**src/rtl/ctl_pkg.sv**
```systemverilog
`default_nettype none

package ctl_pkg;

    localparam int POSITION_BITS_DEFAULT = 16;
    localparam int TOKEN_W = 16;
    localparam int KIND_W = 3;
    localparam int FIFO_DEPTH = 4;

    typedef struct packed {
        logic [7:0] char_code;
        logic       end_of_name;
    } lex_in_t;

    typedef struct packed {
        logic [KIND_W-1:0]  token_kind;
        logic [TOKEN_W-1:0] token_start;
        logic [TOKEN_W-1:0] token_length;
        logic               last_in_run;
    } token_t;

    typedef enum logic [8:0] {
        CTX_NONE    = 9'b000000001,
        CTX_IDENT   = 9'b000000010,
        CTX_NUM     = 9'b000000100,
        CTX_EXP     = 9'b000001000,
        CTX_PUNCT   = 9'b000010000,
        CTX_STR     = 9'b000100000,
        CTX_STR_ESC = 9'b001000000,
        CTX_CHR     = 9'b010000000,
        CTX_CHR_ESC = 9'b100000000
    } ctx_t;

    typedef enum logic [1:0] {
        CL_SEP    = 2'd0,
        CL_LETTER = 2'd1,
        CL_DIGIT  = 2'd2,
        CL_PUNCT  = 2'd3
    } char_class_t;

    localparam logic [KIND_W-1:0] KIND_IDENT  = 3'd0;
    localparam logic [KIND_W-1:0] KIND_NUMBER = 3'd1;
    localparam logic [KIND_W-1:0] KIND_PUNCT  = 3'd2;
    localparam logic [KIND_W-1:0] KIND_STRING = 3'd3;
    localparam logic [KIND_W-1:0] KIND_CHAR   = 3'd4;

    localparam logic [7:0] CH_UNDERSCORE = 8'h5F;
    localparam logic [7:0] CH_DOT        = 8'h2E;
    localparam logic [7:0] CH_E_LOWER    = 8'h65;
    localparam logic [7:0] CH_E_UPPER    = 8'h45;
    localparam logic [7:0] CH_P_LOWER    = 8'h70;
    localparam logic [7:0] CH_P_UPPER    = 8'h50;
    localparam logic [7:0] CH_BACKSLASH  = 8'h5C;
    localparam logic [7:0] CH_DQUOTE     = 8'h22;
    localparam logic [7:0] CH_SQUOTE     = 8'h27;
    localparam logic [7:0] CH_PLUS       = 8'h2B;
    localparam logic [7:0] CH_MINUS      = 8'h2D;

    function automatic char_class_t classify(input logic [7:0] c);
        char_class_t cl;
        if (c inside {[8'h61:8'h7A], [8'h41:8'h5A], CH_UNDERSCORE}) begin
            cl = CL_LETTER;
        end else if (c inside {[8'h30:8'h39]}) begin
            cl = CL_DIGIT;
        end else if (c inside {[8'd33:8'd47], [8'd58:8'd64], [8'd91:8'd96],
                               [8'd123:8'd126]}) begin
            cl = CL_PUNCT;
        end else begin
            cl = CL_SEP;
        end
        return cl;
    endfunction

    function automatic logic [KIND_W-1:0] kind_of(input ctx_t cx);
        logic [KIND_W-1:0] k;
        case (cx)
            CTX_IDENT:            k = KIND_IDENT;
            CTX_NUM, CTX_EXP:     k = KIND_NUMBER;
            CTX_PUNCT:            k = KIND_PUNCT;
            CTX_STR, CTX_STR_ESC: k = KIND_STRING;
            default:              k = KIND_CHAR;
        endcase
        return k;
    endfunction

endpackage

`default_nettype wire

```
**src/rtl/ctl_step.sv**
```systemverilog
`default_nettype none

module ctl_step
    import ctl_pkg::*;
#(
    parameter int POS_W = POSITION_BITS_DEFAULT
) (
    input  ctx_t             ctx,
    input  logic [POS_W-1:0] pos,
    input  logic [POS_W-1:0] open_start,
    input  logic [POS_W-1:0] open_len,
    input  lex_in_t          din,
    output ctx_t             ctx_next,
    output logic [POS_W-1:0] pos_next,
    output logic [POS_W-1:0] start_next,
    output logic [POS_W-1:0] len_next,
    output token_t           res0,
    output token_t           res1,
    output logic [1:0]       res_count
);

    localparam logic [POS_W-1:0] POS_MAX = '1;

    logic [7:0]       c;
    char_class_t      cl;
    ctx_t             begin_ctx;
    ctx_t             c_ctx;
    logic [POS_W-1:0] c_start;
    logic [POS_W-1:0] c_len;
    logic [POS_W-1:0] grow_len;
    logic [POS_W-1:0] emit_len;
    logic             emit_a;
    logic             emit_b;
    logic             start_new;
    logic             is_exp;
    token_t           rec_a;
    token_t           rec_b;

    always_comb begin
        c        = din.char_code;
        cl       = classify(c);
        grow_len = (open_len != POS_MAX) ? open_len + 1'b1 : open_len;
        is_exp   = (c == CH_E_LOWER) || (c == CH_E_UPPER) ||
                   (c == CH_P_LOWER) || (c == CH_P_UPPER);

        case (cl)
            CL_LETTER: begin
                begin_ctx = CTX_IDENT;
            end
            CL_DIGIT: begin
                begin_ctx = CTX_NUM;
            end
            CL_PUNCT: begin
                if (c == CH_DQUOTE) begin
                    begin_ctx = CTX_STR;
                end else if (c == CH_SQUOTE) begin
                    begin_ctx = CTX_CHR;
                end else begin
                    begin_ctx = CTX_PUNCT;
                end
            end
            default: begin
                begin_ctx = CTX_NONE;
            end
        endcase

        c_ctx     = ctx;
        c_start   = open_start;
        c_len     = open_len;
        emit_a    = 1'b0;
        emit_len  = open_len;
        start_new = 1'b0;

        case (ctx)
            CTX_IDENT: begin
                if (cl == CL_LETTER || cl == CL_DIGIT) begin
                    c_len = grow_len;
                end else begin
                    emit_a    = 1'b1;
                    start_new = 1'b1;
                end
            end
            CTX_PUNCT: begin
                if (cl == CL_PUNCT && c != CH_DQUOTE && c != CH_SQUOTE) begin
                    c_len = grow_len;
                end else begin
                    emit_a    = 1'b1;
                    start_new = 1'b1;
                end
            end
            CTX_NUM: begin
                if (cl == CL_LETTER || cl == CL_DIGIT) begin
                    c_len = grow_len;
                    if (is_exp) begin
                        c_ctx = CTX_EXP;
                    end
                end else if (c == CH_SQUOTE || c == CH_DOT) begin
                    c_len = grow_len;
                end else begin
                    emit_a    = 1'b1;
                    start_new = 1'b1;
                end
            end
            CTX_EXP: begin
                if (cl == CL_DIGIT || c == CH_PLUS || c == CH_MINUS) begin
                    c_len = grow_len;
                    c_ctx = CTX_NUM;
                end else begin
                    emit_a    = 1'b1;
                    start_new = 1'b1;
                end
            end
            CTX_STR, CTX_CHR: begin
                c_len = grow_len;
                if ((ctx == CTX_STR && c == CH_DQUOTE) ||
                    (ctx == CTX_CHR && c == CH_SQUOTE)) begin
                    emit_a   = 1'b1;
                    emit_len = grow_len;
                    c_ctx    = CTX_NONE;
                    c_len    = '0;
                end else if (c == CH_BACKSLASH) begin
                    c_ctx = (ctx == CTX_STR) ? CTX_STR_ESC : CTX_CHR_ESC;
                end
            end
            CTX_STR_ESC: begin
                c_len = grow_len;
                c_ctx = CTX_STR;
            end
            CTX_CHR_ESC: begin
                c_len = grow_len;
                c_ctx = CTX_CHR;
            end
            default: begin
                start_new = 1'b1;
            end
        endcase

        if (start_new) begin
            c_ctx = begin_ctx;
            if (begin_ctx != CTX_NONE) begin
                c_start = pos;
                c_len   = {{(POS_W-1){1'b0}}, 1'b1};
            end else if (emit_a) begin
                c_len = '0;
            end
        end

        emit_b = din.end_of_name && (c_ctx != CTX_NONE);

        rec_a = '{token_kind:   kind_of(ctx),
                  token_start:  TOKEN_W'(open_start),
                  token_length: TOKEN_W'(emit_len),
                  last_in_run:  !emit_b};
        rec_b = '{token_kind:   kind_of(c_ctx),
                  token_start:  TOKEN_W'(c_start),
                  token_length: TOKEN_W'(c_len),
                  last_in_run:  1'b1};

        if (emit_a) begin
            res0 = rec_a;
        end else begin
            res0 = rec_b;
        end
        res1      = rec_b;
        res_count = {1'b0, emit_a} + {1'b0, emit_b};

        if (din.end_of_name) begin
            ctx_next   = CTX_NONE;
            pos_next   = '0;
            start_next = '0;
            len_next   = '0;
        end else begin
            ctx_next   = c_ctx;
            pos_next   = (pos != POS_MAX) ? pos + 1'b1 : pos;
            start_next = c_start;
            len_next   = c_len;
        end
    end

endmodule

`default_nettype wire

```
**src/rtl/ctl_fifo.sv**
```systemverilog
`default_nettype none

module ctl_fifo
    import ctl_pkg::*;
(
    input  logic       aclk,
    input  logic       aresetn,
    input  logic [1:0] push_count,
    input  token_t     push0,
    input  token_t     push1,
    input  logic       pop,
    output token_t     head,
    output logic       not_empty,
    output logic       room_for_two
);

    localparam int PTR_W = $clog2(FIFO_DEPTH);
    localparam int CNT_W = $clog2(FIFO_DEPTH + 1);
    localparam logic [CNT_W-1:0] DEPTH_CNT = CNT_W'(FIFO_DEPTH);

    token_t             mem_reg [FIFO_DEPTH];
    logic [PTR_W-1:0]   wr_ptr_reg;
    logic [PTR_W-1:0]   wr_ptr_next;
    logic [PTR_W-1:0]   wr_ptr_p1;
    logic [PTR_W-1:0]   rd_ptr_reg;
    logic [PTR_W-1:0]   rd_ptr_next;
    logic [CNT_W-1:0]   count_reg;
    logic [CNT_W-1:0]   count_next;

    assign wr_ptr_p1    = wr_ptr_reg + 1'b1;
    assign wr_ptr_next  = wr_ptr_reg + PTR_W'(push_count);
    assign rd_ptr_next  = pop ? rd_ptr_reg + 1'b1 : rd_ptr_reg;
    assign count_next   = count_reg + CNT_W'(push_count) - CNT_W'(pop);
    assign head         = mem_reg[rd_ptr_reg];
    assign not_empty    = (count_reg != '0);
    assign room_for_two = (count_reg <= DEPTH_CNT - CNT_W'(2));

    always_ff @(posedge aclk) begin
        if (!aresetn) begin
            wr_ptr_reg <= '0;
            rd_ptr_reg <= '0;
            count_reg  <= '0;
        end else begin
            wr_ptr_reg <= wr_ptr_next;
            rd_ptr_reg <= rd_ptr_next;
            count_reg  <= count_next;
        end
    end

    always_ff @(posedge aclk) begin
        if (push_count != 2'd0) begin
            mem_reg[wr_ptr_reg] <= push0;
        end
        if (push_count == 2'd2) begin
            mem_reg[wr_ptr_p1] <= push1;
        end
    end

    assert property (@(posedge aclk) disable iff (!aresetn)
        count_reg <= DEPTH_CNT)
        else $error("Result queue count exceeds its depth.");

    assert property (@(posedge aclk) disable iff (!aresetn)
        (push_count != 2'd0) |-> (count_reg <= DEPTH_CNT - CNT_W'(2)))
        else $error("Results were pushed without room for two entries.");

    assert property (@(posedge aclk) disable iff (!aresetn)
        pop |-> not_empty)
        else $error("Result queue popped while empty.");

endmodule

`default_nettype wire

```
**src/rtl/c_token_lexer.sv**
```systemverilog
`default_nettype none

// Splits a character stream into C-style tokens, one character per beat on the s_ channel,
// and returns each finished token (kind, start, length) as one beat on the m_ channel. The
// lexer state updates in the cycle a character is accepted, so a new character can be taken
// every ready cycle; a character that closes one token and completes another at end of name
// yields two result beats, which drain through a four-entry result queue. s_ready is high
// while the queue has room for two results, so throughput is one character per cycle
// whenever the consumer keeps up. Positions and lengths saturate at 2^POSITION_BITS - 1.

module c_token_lexer
    import ctl_pkg::*;
#(
    parameter int POSITION_BITS = POSITION_BITS_DEFAULT
) (
    input  logic    aclk,
    input  logic    aresetn,
    input  logic    s_valid,
    output logic    s_ready,
    input  lex_in_t s_data,
    output logic    m_valid,
    input  logic    m_ready,
    output token_t  m_data
);

    localparam logic [POSITION_BITS-1:0] POS_MAX = '1;

    ctx_t                     ctx_reg;
    ctx_t                     ctx_next;
    logic [POSITION_BITS-1:0] pos_reg;
    logic [POSITION_BITS-1:0] pos_next;
    logic [POSITION_BITS-1:0] start_reg;
    logic [POSITION_BITS-1:0] start_next;
    logic [POSITION_BITS-1:0] len_reg;
    logic [POSITION_BITS-1:0] len_next;
    token_t                   res0;
    token_t                   res1;
    logic [1:0]               res_count;
    logic [1:0]               push_count;
    logic                     s_fire;
    logic                     m_fire;

    assign s_fire     = s_valid && s_ready;
    assign m_fire     = m_valid && m_ready;
    assign push_count = s_fire ? res_count : 2'd0;

    ctl_step #(
        .POS_W(POSITION_BITS)
    ) u_step (
        .ctx       (ctx_reg),
        .pos       (pos_reg),
        .open_start(start_reg),
        .open_len  (len_reg),
        .din       (s_data),
        .ctx_next  (ctx_next),
        .pos_next  (pos_next),
        .start_next(start_next),
        .len_next  (len_next),
        .res0      (res0),
        .res1      (res1),
        .res_count (res_count)
    );

    ctl_fifo u_fifo (
        .aclk        (aclk),
        .aresetn     (aresetn),
        .push_count  (push_count),
        .push0       (res0),
        .push1       (res1),
        .pop         (m_fire),
        .head        (m_data),
        .not_empty   (m_valid),
        .room_for_two(s_ready)
    );

    always_ff @(posedge aclk) begin
        if (!aresetn) begin
            ctx_reg   <= CTX_NONE;
            pos_reg   <= '0;
            start_reg <= '0;
            len_reg   <= '0;
        end else if (s_fire) begin
            ctx_reg   <= ctx_next;
            pos_reg   <= pos_next;
            start_reg <= start_next;
            len_reg   <= len_next;
        end
    end

    assert property (@(posedge aclk) disable iff (!aresetn)
        $onehot(ctx_reg))
        else $error("Lexer context is not one-hot.");

    assert property (@(posedge aclk) disable iff (!aresetn)
        (s_fire && s_data.end_of_name) |=> (pos_reg == '0 && ctx_reg == CTX_NONE))
        else $error("End of name did not return the lexer to its reset state.");

    assert property (@(posedge aclk) disable iff (!aresetn)
        (s_fire && !s_data.end_of_name && pos_reg != POS_MAX)
            |=> (pos_reg == $past(pos_reg) + 1'b1))
        else $error("Character position did not advance.");

    assert property (@(posedge aclk) disable iff (!aresetn)
        (s_fire && ctx_reg == CTX_NONE) |-> (res_count <= 2'd1))
        else $error("Two results produced while no token was open.");

endmodule

`default_nettype wire
```
**config.mk**
```make
export PLATFORM = sky130hd
export DESIGN_NAME = c_token_lexer
export DESIGN_NICKNAME = d
export VERILOG_FILES = /design/src/rtl/ctl_pkg.sv /design/src/rtl/ctl_step.sv /design/src/rtl/ctl_fifo.sv /design/src/rtl/c_token_lexer.sv
export SDC_FILE = /design/constraint.sdc
export NUM_CORES = 1
export LEC_CHECK = 0
export BUFFER_PORTS_ARGS = -buffer_cell sky130_fd_sc_hd__buf_2
export CAP_MARGIN = 20
export CORE_UTILIZATION = 55
export CTS_BUF_LIST = sky130_fd_sc_hd__clkbuf_4 sky130_fd_sc_hd__clkbuf_8
export DETAILED_ROUTE_END_ITERATION = 7
export PLACE_DENSITY_LB_ADDON = 0.2
export SLEW_MARGIN = 20
export SYNTH_ARGS = -nofsm -noshare
export SYNTH_HDL_FRONTEND = slang
export SYNTH_SLANG_ARGS = --single-unit
```
**constraint.sdc**
```tcl
create_clock -name aclk -period 7.2 [get_ports aclk]
set_clock_uncertainty 0.15 [all_clocks]
set_input_delay 1.08 -clock aclk [delete_from_list [all_inputs] [get_ports aclk]]
set_output_delay 1.08 -clock aclk [all_outputs]
set_load 0.02 [all_outputs]
```
After elaboration in Yosys (flattened, before gate mapping)

Memories as Yosys holds them, arrays and structs flattened. A register that Yosys moved wholly into a read port is not among the register bits.
Index checks and enable logic that the tools add are counted.
W data, S select, Z words.

Bits in writable memories: 144
Memories kept: 1
Logic and storage cells: 154
Output and inout bits: 38
Flip-flop bits (word level): 64
Bits of input ports: 13

Memories:

| memory         | words | width | rd ports | clocked after Yosys merged registers in | wr ports | RTL line       | RTL |
|---|---|---|---|---|---|---|---|
| u_fifo.mem_reg | 4     | 36    | 1        | 1                                       | 2        | ctl_fifo.sv:21 | `token_t mem_reg [FIFO_DEPTH];` |

Reduce and logical (&&, ||, !) cells: 36
Equal/unequal tests: 35
Order comparisons: 15
Add/sub/neg operators: 8
Muxes and demuxes: 52

Operator list:

| cell                    | count |
|---|---|
| $mux W16                | 18 |
| $pmux W16 S6            | 1 |
| $mux W9                 | 9 |
| $eq A8 B7 Y1 const B    | 6 |
| $pmux W9 S5             | 1 |
| $eq A8 B6 Y1 const B    | 5 |
| $le A8 B7 Y1 const B    | 5 |
| $mux W36                | 1 |
| $add A16 B1 Y16 const B | 2 |
| $ge A8 B7 Y1 const B    | 4 |
| $ne A16 B16 Y1 const B  | 2 |
| $pmux W9 S3             | 1 |
| $ge A8 B6 Y1 const B    | 3 |
| $pmux W3 S4             | 2 |
| $eq A9 B2 Y1 const B    | 2 |
| $eq A9 B3 Y1 const B    | 2 |
| $eq A9 B4 Y1 const B    | 2 |
| $eq A9 B5 Y1 const B    | 2 |
| $eq A9 B6 Y1 const B    | 2 |
| $eq A9 B7 Y1 const B    | 2 |
| $ne A9 B1 Y1 const B    | 2 |
| $le A8 B6 Y1 const B    | 2 |
| $ne A8 B6 Y1 const B    | 2 |
| $logic_and A1 B1 Y1     | 14 |
| other kinds (22)        | 54 |

Logic depth before layout (Yosys ltp)

Depth after elaboration: 19
Depth in mapped cells: 30
Gate-level depth less buffers: 25

By module

A second synthesis with hierarchy kept.

Cells, all modules: 1,189
Area, all modules: 12,982.5 um^2

Modules (own cells, without submodules):

| module        | area each (um^2) | cells an instance | instances | seq. area each (um^2) |
|---|---|---|---|---|
| ctl_fifo      | 7,528.5          | 396               | 1         | 4,504.3 |
| ctl_step      | 3,131.8          | 528               | 1         | 0.0 |
| c_token_lexer | 2,322.2          | 265               | 1         | 1,141.1 |

Least setup slack after synthesis

Ideal clock, no wire load.

Kind: input port to flip-flop
Start point: input port s_data[1] (netlist name)
End point: memory u_fifo.mem_reg[0][10] (netlist name) (enable)
Cell stages on the path: 24
Setup time: 502 ps
Arrival time: 5,831 ps
Setup slack: 717 ps
Path buffers: 5
Required time: 6,548 ps
Path through: buf_2 -> clkbuf_1 -> or4_1 -> nor2_1 -> nor2_1 -> o221a_2 -> nand2_1 -> nand2_1 -> inv_1 -> ha_1 -> nor2_1 -> nand4_1 -> a41o_1 -> nand3_2 -> buf_2 -> nor3_1 -> a21o_1 -> a31oi_1 -> ha_1 -> clkbuf_1 -> o21ai_1 -> or3_1 -> clkbuf_1 -> nand2_1

RTL lines:

| what               | RTL line            | RTL |
|---|---|---|
| start: declaration | c_token_lexer.sv:20 | `input lex_in_t s_data,` |
| end: declaration   | ctl_fifo.sv:21      |  |

==> key figures <==
Floorplan
  • IO Pins: slightly above 50
  • Core ar.: 20,490 um^2
  • Row count: 52
  • Die Span Y: roughly 150 um
  • Die W: approximately 150 um
  • Die footprint: 21,740 um^2
  • Starting Density: 56.78%

Drt
  • DR vias: 9,456
  • WL per Instance: 22.19 um
  • Routed vias/inst: ~6.6
  • Post-route ant nets: 0
  • First DRT Iteration DRCs: 1,238
  • Final wirelength: 31,830 um
  • Residual DRC count: 0
  • First-pass iteration count of the detailed router: 5

Power
  • Comb power frac: 21.8%
  • Sequential share of power: 43.4%
  • LEAKAGE: a little over 4 nW
  • VDD IR-drop max: around 0.00017 V
  • Internal power: 2.180 mW
  • Clock share of power: 34.8%
  • Switching power total: a little over 0.9 mW
  • Sw Share: 29.71%
  • Total power: 3.102 mW
  • Power Density: 242.4 nW/um^2

Logic synthesis
  • #FFs+latches synth: 210
  • Sequential area share after synthesis: 48.17%
  • Mapped Cells: 1,112
  • Ys async rst share: 0%
  • Top FF cell, synth: edfxtp_1
  • Ys Warns: 0
  • Post-Syn Area: around 12,000 um^2
  • Cell variety after synth: 87
  • Post-synth EDFFs: 140
  • Top cells by area, synth: edfxtp_1 (36%), dfxtp_1 (12%), mux4_2 (7.0%), a22o_1 (5.1%), nand2_1 (3.4%)
  • Post-synth top area share: 36.13%
  • Yosys top cell by area: edfxtp_1
  • Post-Syn Nets: 1,138
  • Avg Cell Area, Syn: approximately 10 um^2

Placed design
  • Count of input and output buffers: 50
  • Post-DP HPWL: 20,900 um
  • Placer Congestion: 0.8919

CTS
  • Clock sink count: between 200 and 250
  • CTS tree: yes
  • CTS root buffer: clkbuf_8
  • Num CTS Buffers: 36
  • Setup Buffers After CTS: 0
  • CTS Hold Bufs: 0
  • Clk pin slew, worst setup/hold paths: 0.06 ns
  • CTS Buffer Depth: 3
  • Post-cts resize count: 0
  • H-tree Lvls: 2
  • Clk_lat worst skew: 0.55 ns

Worst setup path
  • Critical Path AT: slightly above 6 ns
  • Worst reg2reg endpoint: u_fifo.mem_reg[2][21]$_DFFE_PP_
  • Worst-path fanout max: 18
  • Critical Path Source Type: primary input
  • Setup slack, reg-to-reg: 1.95 ns
  • Worst r2r src: ctx_reg[4]$_SDFFE_PN0P_
  • Reg2Reg Depth: 16
  • Crit end category: register
  • CP Launch Point: s_data[1]
  • Data required, critical path: 7.23 ns
  • Crit path kind: in -> reg

GRT
  • Pin count of the biggest net entering global routing: 54
  • Vias in the first global route: 8,931
  • Gr ovfl total: 0
  • First-pass GRT wire length: 49,810 um
  • Antenna violations before repair: 0
  • All-layer global routing usage: 29.76%

STA
  • Final hold viol count: 0
  • Endpoints failing setup: 0
  • Relative slew margins: between 30% and 40%
  • Slew Limit Fails: 0
  • F_max: ~160 MHz
  • Worst Tran Pin Value: around 1 ns
  • Fin crit period: a little over 6 ns
  • RSZ-0062 raised after global routing: no
  • Final hold slack: around 0.32 ns
  • Fin crit share: between 80% and 90%
  • Final setup TNS: 0 ns

Hold path
  • Type of the tightest min-delay check: reg -> reg
  • Hold_sp: u_fifo.mem_reg[3][0]$_SDFFE_PP1N_
  • Worst hold endpoint: u_fifo.mem_reg[3][0]$_SDFFE_PP1N_
  • Hold Path Depth: 1

Run status
  • Status: completed

Layout
  • Fillers: 1,668
  • Max reg flops: 144
  • Inserted Diodes: 0
  • Final nets: roughly 1,200
  • Layout cells sized above 1: 18.21%
  • Layout area overhead: 9.989%

Job
  • Max-Cap Viols: 0
[cell families after synthesis]
logic type      share of synthesized area, %
compound gates                         19.97
fa+ha+maj                              1.462
simple gates                           16.72
xor+xnor                               2.183
flops                                  48.17
buf+inv                                4.172
mux                                    7.323
[layout make-up]
class / count / area, um^2 / area share, %
multi-input cells: 787 / 5545 / 43.33
clock inverters: 16 / 107.6 / 0.8407
inverters: 22 / 82.58 / 0.6452
repair buffers: 81 / 508.0 / 3.969
clock buffers: 48 / 610.6 / 4.771
well taps: 270 / 337.8 / 2.640
flip-flops and latches: 210 / 5607 / 43.81
[worst max path at each step]
stage | end | slack [ns]
after floorplan | u_fifo.mem_reg[0][10]$_DFFE_PP_ | 0.72
after global placement | u_fifo.mem_reg[2][22]$_DFFE_PP_ | 0.88
after detailed placement | u_fifo.mem_reg[0][24]$_DFFE_PP_ | 0.71
after CTS | u_fifo.mem_reg[0][19]$_DFFE_PP_ | 1.25
after global routing | u_fifo.mem_reg[0][22]$_DFFE_PP_ | 0.71
final | u_fifo.mem_reg[2][21]$_DFFE_PP_ | 1.12
[synth_stat cells (28+ instances only)]
cell      count
a22o_1       68
clkbuf_1     56
edfxtp_1    140
nor2b_1      31
o22ai_1      55
mux4_2       36
o21ai_0      45
buf_2        28
a21oi_1      51
nor2_1       71
nand2_1     104
dfxtp_1      70
nand3_1      35
[cells in the final DEF (no fill, tap or decap), drive strengths merged, types with 25 or more instances in the layout]
cell type and n:
o21ai 62, o22ai 56, buf 81, clkbuf 48, edfxtp 140, nor2b 31
and2 25, a21oi 52, nand2 106, dfxtp 70, nor2 76, a22o 68
mux4 36, nand3 37
[worst max-delay path, stage by stage]
cell and delay, ns:
buf_2 0.19, or4_1 0.56, o211ai_1 0.19, o32ai_1 0.12, nand2b_1 0.22, nand2_1 0.14, inv_1 0.12, ha_1 0.25
nor2_1 0.09, nand4_1 0.10, a41o_1 0.27, and3_1 0.31, a21oi_4 0.21, a21o_1 0.21, a31oi_1 0.17, ha_1 0.48
o21ai_1 0.21, nor2_1 0.51, nor2_1 0.13, buf_4 0.19, inv_1 0.07, buf_4 0.29
[through the flow]
| step | std cells | setup WS [ns] | util, % | cell area [um^2] |
|---|---|---|---|---|
| detailed placement | 1370 | 0.7094 | 58.94 | 12080 |
| global placement | 1369 | 0.8847 | 58.91 | 12070 |
| CTS | 1434 | 1.248 | 62.45 | 12800 |
| finish | 1434 | 1.116 | 62.45 | 12800 |
| floorplan | 1112 | 0.7166 | - | 11640 |
| global route | 1434 | 0.7076 | 62.45 | 12800 |
[routing by layer]
metal	part of all wire, %	track usage [%]
met3	11	4.907
met5	0	0
met1	41	42.65
met2	46	46.39
met4	2.3	9.433
[power by group through the flow]
| stage | Clock [mW] | Combinational [mW] | Sequential (mW) |
|---|---|---|---|
| finish | 1.08 | 0.675 | 1.35 |
| global route | 1.15 | 0.724 | 1.35 |
| CTS | 1.09 | 0.678 | 1.35 |
| detailed placement | 0 | 0.676 | 1.37 |
| global placement | 0 | 0.669 | 1.37 |
| floorplan | 0 | 0.491 | 1.36 |
Note: power is estimated with default switching activity, not from simulation.
